===== src/rampr_pkg.sv =====
// Package: types, constants and field widths for the REQ/ACK/MSG packet receiver.
package rampr_pkg;

   localparam int PAYLOAD_DEPTH = 64;
   localparam int ENTRY_BYTES   = 3;
   localparam int ENTRY_DEPTH   = PAYLOAD_DEPTH / ENTRY_BYTES;
   localparam int ENTRY_AW      = (ENTRY_DEPTH > 1) ? $clog2(ENTRY_DEPTH) : 1;
   localparam int ENTRY_CW      = $clog2(ENTRY_DEPTH + 1);
   localparam int MSG_LEN_W     = $clog2(PAYLOAD_DEPTH + 1);

   localparam int REQ_TDATA_W = 32;
   localparam int REQ_TUSER_W = 2;
   localparam int RSP_BITS    = 2 + 2 + 8 + 16 + 8 + MSG_LEN_W;
   localparam int RSP_TDATA_W = ((RSP_BITS + 7) / 8) * 8;

   localparam int CSR_IDX_W  = 3;
   localparam int CSR_DATA_W = 16;

   localparam logic [15:0] SEQ_MAX     = 16'hffff;
   localparam logic [11:0] HALF_MASK   = 12'h0fff;
   localparam logic [15:0] ACK_TO_RST  = 16'd500;
   localparam logic [15:0] MSG_TO_RST  = 16'd600;

   typedef enum logic [1:0] {
      PH_LISTEN = 2'd0,
      PH_MSG    = 2'd1,
      PH_ACK    = 2'd2
   } phase_type;

   typedef enum logic [1:0] {
      FN_WORD  = 2'd0,
      FN_TICK  = 2'd1,
      FN_BEGIN = 2'd2
   } func_type;

   typedef enum logic [1:0] {
      ST_NONE    = 2'd0,
      ST_OK      = 2'd1,
      ST_ERROR   = 2'd2,
      ST_TIMEOUT = 2'd3
   } status_type;

   typedef enum logic [1:0] {
      TX_NONE = 2'd0,
      TX_ACK  = 2'd1,
      TX_REQ  = 2'd2
   } send_kind_type;

   typedef enum logic [CSR_IDX_W-1:0] {
      CSR_MY_ADDRESS = 3'd0,
      CSR_REQ_TYPE   = 3'd1,
      CSR_ACK_TYPE   = 3'd2,
      CSR_MSG_TYPE   = 3'd3,
      CSR_ACK_TO     = 3'd4,
      CSR_MSG_TO     = 3'd5
   } csr_idx_type;

endpackage


===== src/req_ack_msg_packet_receiver.sv =====
// Top level: REQ/ACK/MSG packet receiver with timeouts and payload store.
//
//  channel | ports                      | beat contents (lowest bits first)
//  --------+----------------------------+------------------------------------------
//  input   | req_tvalid/tready/tdata/   | tdata: link_word; tuser: func
//          | tuser                      |
//  result  | rsp_tvalid/tready/tdata    | status, send_kind, send_dest, send_seq,
//          |                            | peer_address, message_length, zero pad
//  config  | csr_we/csr_index/csr_wdata | six registers, write only
//
// Every input beat yields one result beat, registered the cycle after acceptance.
// One beat per cycle is sustained; the state update and the result are a single
// pass of byte-sum, compare and select logic into the state and output registers.
// A stalled result holds in the output register; a new beat is taken in the same
// cycle that the held one leaves. Synchronous reset clears control state and
// restores register defaults; the payload store is not cleared.
module req_ack_msg_packet_receiver (
   input  logic                              clock,
   input  logic                              reset,
   input  logic                              req_tvalid,
   output logic                              req_tready,
   input  logic [rampr_pkg::REQ_TDATA_W-1:0] req_tdata,   // [31:0] link_word
   input  logic [rampr_pkg::REQ_TUSER_W-1:0] req_tuser,   // [1:0] func
   output logic                              rsp_tvalid,
   input  logic                              rsp_tready,
   // status, send_kind, send_dest, send_seq, peer_address, message_length, pad
   output logic [rampr_pkg::RSP_TDATA_W-1:0] rsp_tdata,
   input  logic                              csr_we,
   input  logic [rampr_pkg::CSR_IDX_W-1:0]   csr_index,
   input  logic [rampr_pkg::CSR_DATA_W-1:0]  csr_wdata
);
   import rampr_pkg::*;

   // configuration
   logic [7:0]  my_address_ff, req_type_ff, ack_type_ff, msg_type_ff;
   logic [15:0] ack_to_ff, msg_to_ff;

   // receiver state
   phase_type            phase_ff, phase_in;
   logic                 pending_ff, pending_in;
   logic [31:0]          first_word_ff, first_word_in;
   logic                 toggle_ff, toggle_in;
   logic [11:0]          first_half_ff, first_half_in;
   logic [MSG_LEN_W-1:0] widx_ff, widx_in;
   logic [ENTRY_CW-1:0]  entry_cnt_ff, entry_cnt_in;
   logic [15:0]          last_seq_ff, last_seq_in;
   logic [7:0]           requester_ff, requester_in;
   logic [7:0]           acknowledger_ff, acknowledger_in;
   logic [15:0]          elapsed_ff, elapsed_in;

   // payload store, one row per rebuilt 3-byte entry
   logic [23:0] store [ENTRY_DEPTH];
   logic        store_we;
   logic [23:0] store_wdata;

   // result register
   logic                 rsp_valid_ff;
   logic [RSP_TDATA_W-1:0] rsp_data_ff, rsp_data_in;

   status_type    status;
   send_kind_type kind;
   logic [7:0]    dest, peer;
   logic [15:0]   seq;

   logic        req_fire;
   func_type    func;
   logic [31:0] word;
   logic [7:0]  b0, b1, b2, b3, b4, b5, b6, b7;
   logic [10:0] sum;
   logic        sum_ok;
   logic [15:0] pkt_seq;
   logic [11:0] half;
   logic [7:0]  e0;
   logic [15:0] elapsed_inc;
   logic [15:0] limit;

   assign req_tready = !rsp_valid_ff || rsp_tready;
   assign req_fire   = req_tvalid && req_tready;
   assign func       = func_type'(req_tuser);
   assign word       = req_tdata;

   // packet bytes, most significant first
   assign b0 = first_word_ff[31:24];
   assign b1 = first_word_ff[23:16];
   assign b2 = first_word_ff[15:8];
   assign b3 = first_word_ff[7:0];
   assign b4 = word[31:24];
   assign b5 = word[23:16];
   assign b6 = word[15:8];
   assign b7 = word[7:0];

   assign sum = ((11'(b0) + 11'(b1)) + (11'(b2) + 11'(b3)))
              + ((11'(b4) + 11'(b5)) + (11'(b6) + 11'(b7)));
   assign sum_ok  = (sum[7:0] == 8'd0);
   assign pkt_seq = {b1, b2};
   assign half    = word[19:8] & HALF_MASK;
   assign e0      = first_half_ff[11:4];
   assign store_wdata = {half[7:0], first_half_ff[3:0], half[11:8], e0};
   assign elapsed_inc = (elapsed_ff != SEQ_MAX) ? (elapsed_ff + 16'd1) : elapsed_ff;
   assign limit       = (phase_ff == PH_MSG) ? msg_to_ff : ack_to_ff;

   always_comb begin
      phase_in        = phase_ff;
      pending_in      = pending_ff;
      first_word_in   = first_word_ff;
      toggle_in       = toggle_ff;
      first_half_in   = first_half_ff;
      widx_in         = widx_ff;
      entry_cnt_in    = entry_cnt_ff;
      last_seq_in     = last_seq_ff;
      requester_in    = requester_ff;
      acknowledger_in = acknowledger_ff;
      elapsed_in      = elapsed_ff;
      store_we        = 1'b0;
      status          = ST_NONE;
      kind            = TX_NONE;
      dest            = 8'd0;
      seq             = 16'd0;
      peer            = 8'd0;

      case (func)
         FN_WORD: begin
            if (!pending_ff) begin
               first_word_in = word;
               pending_in    = 1'b1;
            end else begin
               pending_in = 1'b0;
               case (phase_ff)
                  PH_MSG: begin
                     if (!(sum_ok && b4 == my_address_ff && b0 == msg_type_ff
                           && b3 == requester_ff)) begin
                        status     = ST_ERROR;
                        phase_in   = PH_LISTEN;
                        elapsed_in = 16'd0;
                     end else begin
                        last_seq_in = pkt_seq;
                        if (!toggle_ff) begin
                           first_half_in = half;
                           toggle_in     = 1'b1;
                        end else begin
                           toggle_in = 1'b0;
                           if (entry_cnt_ff == ENTRY_CW'(ENTRY_DEPTH)) begin
                              // entry does not fit: drop it
                              status     = ST_ERROR;
                              phase_in   = PH_LISTEN;
                              elapsed_in = 16'd0;
                           end else begin
                              store_we     = 1'b1;
                              widx_in      = widx_ff + MSG_LEN_W'(ENTRY_BYTES);
                              entry_cnt_in = entry_cnt_ff + ENTRY_CW'(1);
                              if (e0 == 8'd0) begin
                                 status     = ST_OK;
                                 phase_in   = PH_LISTEN;
                                 elapsed_in = 16'd0;
                              end
                           end
                        end
                     end
                  end
                  PH_ACK: begin
                     if (sum_ok && b4 == my_address_ff && b0 == ack_type_ff) begin
                        acknowledger_in = b3;
                        last_seq_in     = pkt_seq;
                        peer            = b3;
                        status          = ST_OK;
                        phase_in        = PH_LISTEN;
                        elapsed_in      = 16'd0;
                     end
                  end
                  default: begin
                     if (sum_ok && b4 == 8'd0 && b0 == req_type_ff) begin
                        requester_in  = b3;
                        last_seq_in   = pkt_seq;
                        peer          = b3;
                        kind          = TX_ACK;
                        dest          = b3;
                        seq           = pkt_seq + 16'd1;
                        widx_in       = '0;
                        entry_cnt_in  = '0;
                        toggle_in     = 1'b0;
                        first_half_in = 12'd0;
                        phase_in      = PH_MSG;
                        elapsed_in    = 16'd0;
                     end
                  end
               endcase
            end
         end
         FN_TICK: begin
            if (phase_ff == PH_MSG || phase_ff == PH_ACK) begin
               if (elapsed_inc >= limit) begin
                  status     = ST_TIMEOUT;
                  phase_in   = PH_LISTEN;
                  pending_in = 1'b0;
                  elapsed_in = 16'd0;
               end else begin
                  elapsed_in = elapsed_inc;
               end
            end
         end
         FN_BEGIN: begin
            if (phase_ff == PH_MSG || phase_ff == PH_ACK) begin
               status = ST_ERROR;
            end else begin
               kind       = TX_REQ;
               seq        = last_seq_ff + 16'd1;
               phase_in   = PH_ACK;
               pending_in = 1'b0;
               elapsed_in = 16'd0;
            end
         end
         default: begin
         end
      endcase

      rsp_data_in = RSP_TDATA_W'({widx_in, peer, seq, dest, kind, status});
   end

   always_ff @(posedge clock) begin
      if (reset) begin
         my_address_ff <= 8'd1;
         req_type_ff   <= 8'd1;
         ack_type_ff   <= 8'd2;
         msg_type_ff   <= 8'd3;
         ack_to_ff     <= ACK_TO_RST;
         msg_to_ff     <= MSG_TO_RST;
      end else if (csr_we) begin
         case (csr_idx_type'(csr_index))
            CSR_MY_ADDRESS: my_address_ff <= csr_wdata[7:0];
            CSR_REQ_TYPE:   req_type_ff   <= csr_wdata[7:0];
            CSR_ACK_TYPE:   ack_type_ff   <= csr_wdata[7:0];
            CSR_MSG_TYPE:   msg_type_ff   <= csr_wdata[7:0];
            CSR_ACK_TO:     ack_to_ff     <= csr_wdata;
            CSR_MSG_TO:     msg_to_ff     <= csr_wdata;
            default: begin
            end
         endcase
      end
   end

   always_ff @(posedge clock) begin
      if (reset) begin
         phase_ff        <= PH_LISTEN;
         pending_ff      <= 1'b0;
         first_word_ff   <= 32'd0;
         toggle_ff       <= 1'b0;
         first_half_ff   <= 12'd0;
         widx_ff         <= '0;
         entry_cnt_ff    <= '0;
         last_seq_ff     <= 16'd0;
         requester_ff    <= 8'd0;
         acknowledger_ff <= 8'd0;
         elapsed_ff      <= 16'd0;
      end else if (req_fire) begin
         phase_ff        <= phase_in;
         pending_ff      <= pending_in;
         first_word_ff   <= first_word_in;
         toggle_ff       <= toggle_in;
         first_half_ff   <= first_half_in;
         widx_ff         <= widx_in;
         entry_cnt_ff    <= entry_cnt_in;
         last_seq_ff     <= last_seq_in;
         requester_ff    <= requester_in;
         acknowledger_ff <= acknowledger_in;
         elapsed_ff      <= elapsed_in;
      end
   end

   always_ff @(posedge clock) begin
      if (req_fire && store_we) begin
         store[entry_cnt_ff[ENTRY_AW-1:0]] <= store_wdata;
      end
   end

   // output register: advance on accept, hold while stalled
   always_ff @(posedge clock) begin
      if (reset) begin
         rsp_valid_ff <= 1'b0;
      end else if (req_fire) begin
         rsp_valid_ff <= 1'b1;
      end else if (rsp_tready) begin
         rsp_valid_ff <= 1'b0;
      end
   end

   always_ff @(posedge clock) begin
      if (req_fire) begin
         rsp_data_ff <= rsp_data_in;
      end
   end

   assign rsp_tvalid = rsp_valid_ff;
   assign rsp_tdata  = rsp_data_ff;

endmodule


===== config.mk =====
export PLATFORM = sky130hd
export DESIGN_NAME = req_ack_msg_packet_receiver
export DESIGN_NICKNAME = d
export VERILOG_FILES = /design/src/rampr_pkg.sv /design/src/req_ack_msg_packet_receiver.sv
export SDC_FILE = /design/constraint.sdc
export NUM_CORES = 1
export LEC_CHECK = 0
export ABC_AREA = 1
export BUFFER_PORTS_ARGS = -buffer_cell sky130_fd_sc_hd__buf_2
export CORE_MARGIN = 3
export CORE_UTILIZATION = 30
export DETAILED_ROUTE_END_ITERATION = 16
export PLACE_DENSITY = 0.55
export SKIP_CTS_REPAIR_TIMING = 1
export SLEW_MARGIN = 20
export SYNTH_ARGS = -nofsm -noshare
export SYNTH_HDL_FRONTEND = slang
export SYNTH_SLANG_ARGS = --single-unit

===== constraint.sdc =====
create_clock -name clock -period 4.89 [get_ports clock]
set_clock_uncertainty 0.1 [all_clocks]
set_input_delay 0.489 -clock clock [delete_from_list [all_inputs] [get_ports clock]]
set_output_delay 0.489 -clock clock [all_outputs]
set_load 0.03 [all_outputs]

==> impl_metrics.env <==
export IMPL_maxSlewViolCount=0
export IMPL_drive_gt1_share_pct=22.3
export IMPL_root_buffer="clkbuf_16"
export IMPL_drc=0
export IMPL_io_buffer_count=102
export IMPL_relSlewSlack_pct=21.6
export IMPL_fmax_mhz=199
export IMPL_grt_max_degree=74
export IMPL_vias_per_cell=4.83
export IMPL_dr_pass1_iters=5
export IMPL_yosysUniqueCellTypes=54
export IMPL_ir_worst_vdd_v=0.000236
export IMPL_final_cell_mix="nand2_1, nor2_1, inv_1"
export IMPL_cpPeakStageDelay_ns=0.56
export IMPL_critPathBufInv=5
export IMPL_multiInputGateArea_um2=6820
export IMPL_fin_nets=1800
export IMPL_synth_seq_cells=204
export IMPL_grt_ovfl_total=0
export IMPL_min_period_ns=5.02
export IMPL_syn_area_per_cell_um2=7.75
export IMPL_path_cells="fa_1 -> inv_1 -> fa_1 -> fa_1 -> fa_1 -> inv_1 -> ha_2 -> inv_2 -> fa_2 -> xor2_1 -> nand4_1 -> nor3_2 -> nand2_2 -> nor2_4 -> nand4_1 -> and2_4 -> nor2_8 -> buf_12 -> clkbuf_16 -> a21oi_2"
export IMPL_gp_congestion=0.841
export IMPL_setup_viol=48
export IMPL_p_leak_nw=6.23
export IMPL_layout_commonest_cell="nand2_1"
export IMPL_grt_pass1_vias=10100
export IMPL_dieArea_um2=41100
export IMPL_detail_route_antenna_nets=0
export IMPL_synth_top_area_share_pct=27.8
export IMPL_synthArstFlopShare_pct=0
export IMPL_die_w_um=203
export IMPL_cp_slowest_cell="fa_1"
export IMPL_power_per_cell_area_nw_per_um2=326
export IMPL_wl_per_cell_um=16.1
export IMPL_synth_area_leaders="dfxtp_1, edfxtp_1, nand2_1"
export IMPL_outcome="finished with violations"
export IMPL_cp_max_fo=8
export IMPL_wl_um=35300
export IMPL_ctsHtreeMaxLevel=1
export IMPL_yosysTopAreaCell="dfxtp_1"
export IMPL_hold_viol_final=0
export IMPL_final_util_pct=39.3
export IMPL_cp_required_ns=5.21
export IMPL_path_clk_slew_ns=0.06
export IMPL_synth_cells=1497
export IMPL_grt_pass1_wl_um=53700
export IMPL_synth_edf_count=43
export IMPL_cts_buffers_inserted=26
export IMPL_core_rowCount=71
export IMPL_stdcell_count=2198
export IMPL_clockBufferDepth=3
export IMPL_worst_pin_slew_ns=1.17
export IMPL_dp_hpwl_um=25600
export IMPL_ys_warnings_count=0
export IMPL_crit_top_cell="fa_1"
export IMPL_nFillCells=3897
export IMPL_yosysSeqAreaShare_pct=38.9
export IMPL_crit_arrival_ns=5.34
export IMPL_synth_ff_type="dfxtp_1"
export IMPL_drv_cap=0
export IMPL_rsz0062_at_grt="true"
export IMPL_cp_start_kind="flop"
export IMPL_cts_tree="built"
export IMPL_cts_sinks=204
export IMPL_vias=10600
export IMPL_synth_area_um2=11600
export IMPL_die_h_um=203
export IMPL_timing_final_ws_setup_ns=-0.131
export IMPL_tns_ns=-3.72
export IMPL_dpl_cell_count=2133
export IMPL_fin_crit_sh_pct=103
export IMPL_regArea_um2=4520
export IMPL_start_util_pct=30.6
export IMPL_antenna_cells=0
export IMPL_drt_initial_drc_count=590
export IMPL_antenna_found_initial=2
export IMPL_violations="setup timing"
export IMPL_cp_end_kind="flop"
export IMPL_clk_latency_ns=0.54
export IMPL_holdCritPathClass="primary input to flop"
export IMPL_io_pins=108
export IMPL_p_total_mw=4.86
export IMPL_area_growth_pct=28.3
export IMPL_coreArea_um2=37900
export IMPL_grt_usage_pct=16.1
export IMPL_critPathTopFamily="adder cells"
export IMPL_path_class="flop to flop"
-- worst reg2reg max path: cells and delay by family, from the launching register on --
kind                     cells  cell delay, ns
AO/OA/AOI/OAI                1            0.05
XOR/XNOR                     1            0.15
adder cells (fa/ha/maj)      6            2.47
buffers and inverters        5            0.48
flip-flops                   1            0.36
AND/OR/NAND/NOR              7            1.31
-- kinds of logic after synthesis --
kind of cell    Yosys count  share of synthesized area (%)
buf+inv                 237                           8.08
fa+ha+maj                75                           10.6
xor+xnor                 56                           4.23
simple gates            608                           22.8
mux                      15                           1.29
compound gates          301                           14.1
other cells               1                         0.0323
flops                   204                           38.9
-- Yosys cell counts (14+ instances only) --
library cell,instances
nand4_1,18
a21oi_1,109
xor2_1,39
nor2_1,194
clkbuf_1,41
dfxtp_1,161
o21ai_1,21
xnor2_1,17
nor3_1,36
o21ai_0,124
fa_1,39
a21oi_2,14
mux2i_1,15
ha_1,36
edfxtp_1,43
nand3_1,84
nand2_1,238
inv_1,171
-- stage by stage --
stage	hold WS [ns]	worst slack (ns)	area (um^2)
detailed placement	0.341	-0.513	13100
floorplan	0.328	-0.0233	11700
finish	0.105	-0.131	14900
global route	0.0952	-0.361	14900
CTS	0.0805	-0.312	14000
global placement	0.337	-0.384	13100
-- power breakdown --
| part | leakage (nW) | total, mW | internal (mW) | switching, mW |
|---|---|---|---|---|
| Combinational | 4.06 | 1.16 | 0.467 | 0.693 |
| Clock | 0.423 | 1.88 | 1.12 | 0.757 |
| Sequential | 1.74 | 1.82 | 1.78 | 0.0415 |
| Total | 6.23 | 4.86 | 3.37 | 1.49 |
-- final timing paths --
| kind | startpoint | endpoint | slack (ns) | cells after the start |
|---|---|---|---|---|
| worst max-delay path | first_word_ff[2] | last_seq_ff[0] | -0.13 | 20 |
| worst min-delay path | csr_wdata[13] | ack_to_ff[13] | 0.11 | 3 |
| worst max register to register | first_word_ff[2] | last_seq_ff[0] | -0.13 | 20 |
| worst min register to register | ack_to_ff[8] | ack_to_ff[8] | 0.36 | 2 |
-- metal layers --
layer / vias up / GRT usage [%] / routed length, um
li1: 5287 / - / -
met2: 230 / 27.6 / 16900
met4: 4 / 3.61 / 811
met1: 5032 / 21.4 / 15900
met3: 55 / 2.57 / 1620
met5: - / 0 / 21
-- sequential cells by signal, indices dropped and copies added (netlist names) --
name and cells:
entry_cnt_ff 5, msg_type_ff 8, my_address_ff 8, ack_type_ff 8
rsp_tvalid 1, widx_ff 7, pending_ff 1, phase_ff 2
rsp_tdata 43, req_type_ff 8, requester_ff 8, msg_to_ff 16
toggle_ff 1, ack_to_ff 16, first_word_ff 32, last_seq_ff 16
first_half_ff 8, elapsed_ff 16
-- layout make-up --
class,count,share of cell area [%]
tap,511,4.29
sequential,204,30.3
clock inverter,12,0.664
clock buffer,36,5.03
inverter,184,4.70
timing repair buffer,190,9.19
multi-input combinational,1061,45.8
No activity file was read; power rests on OpenSTA's default activity.
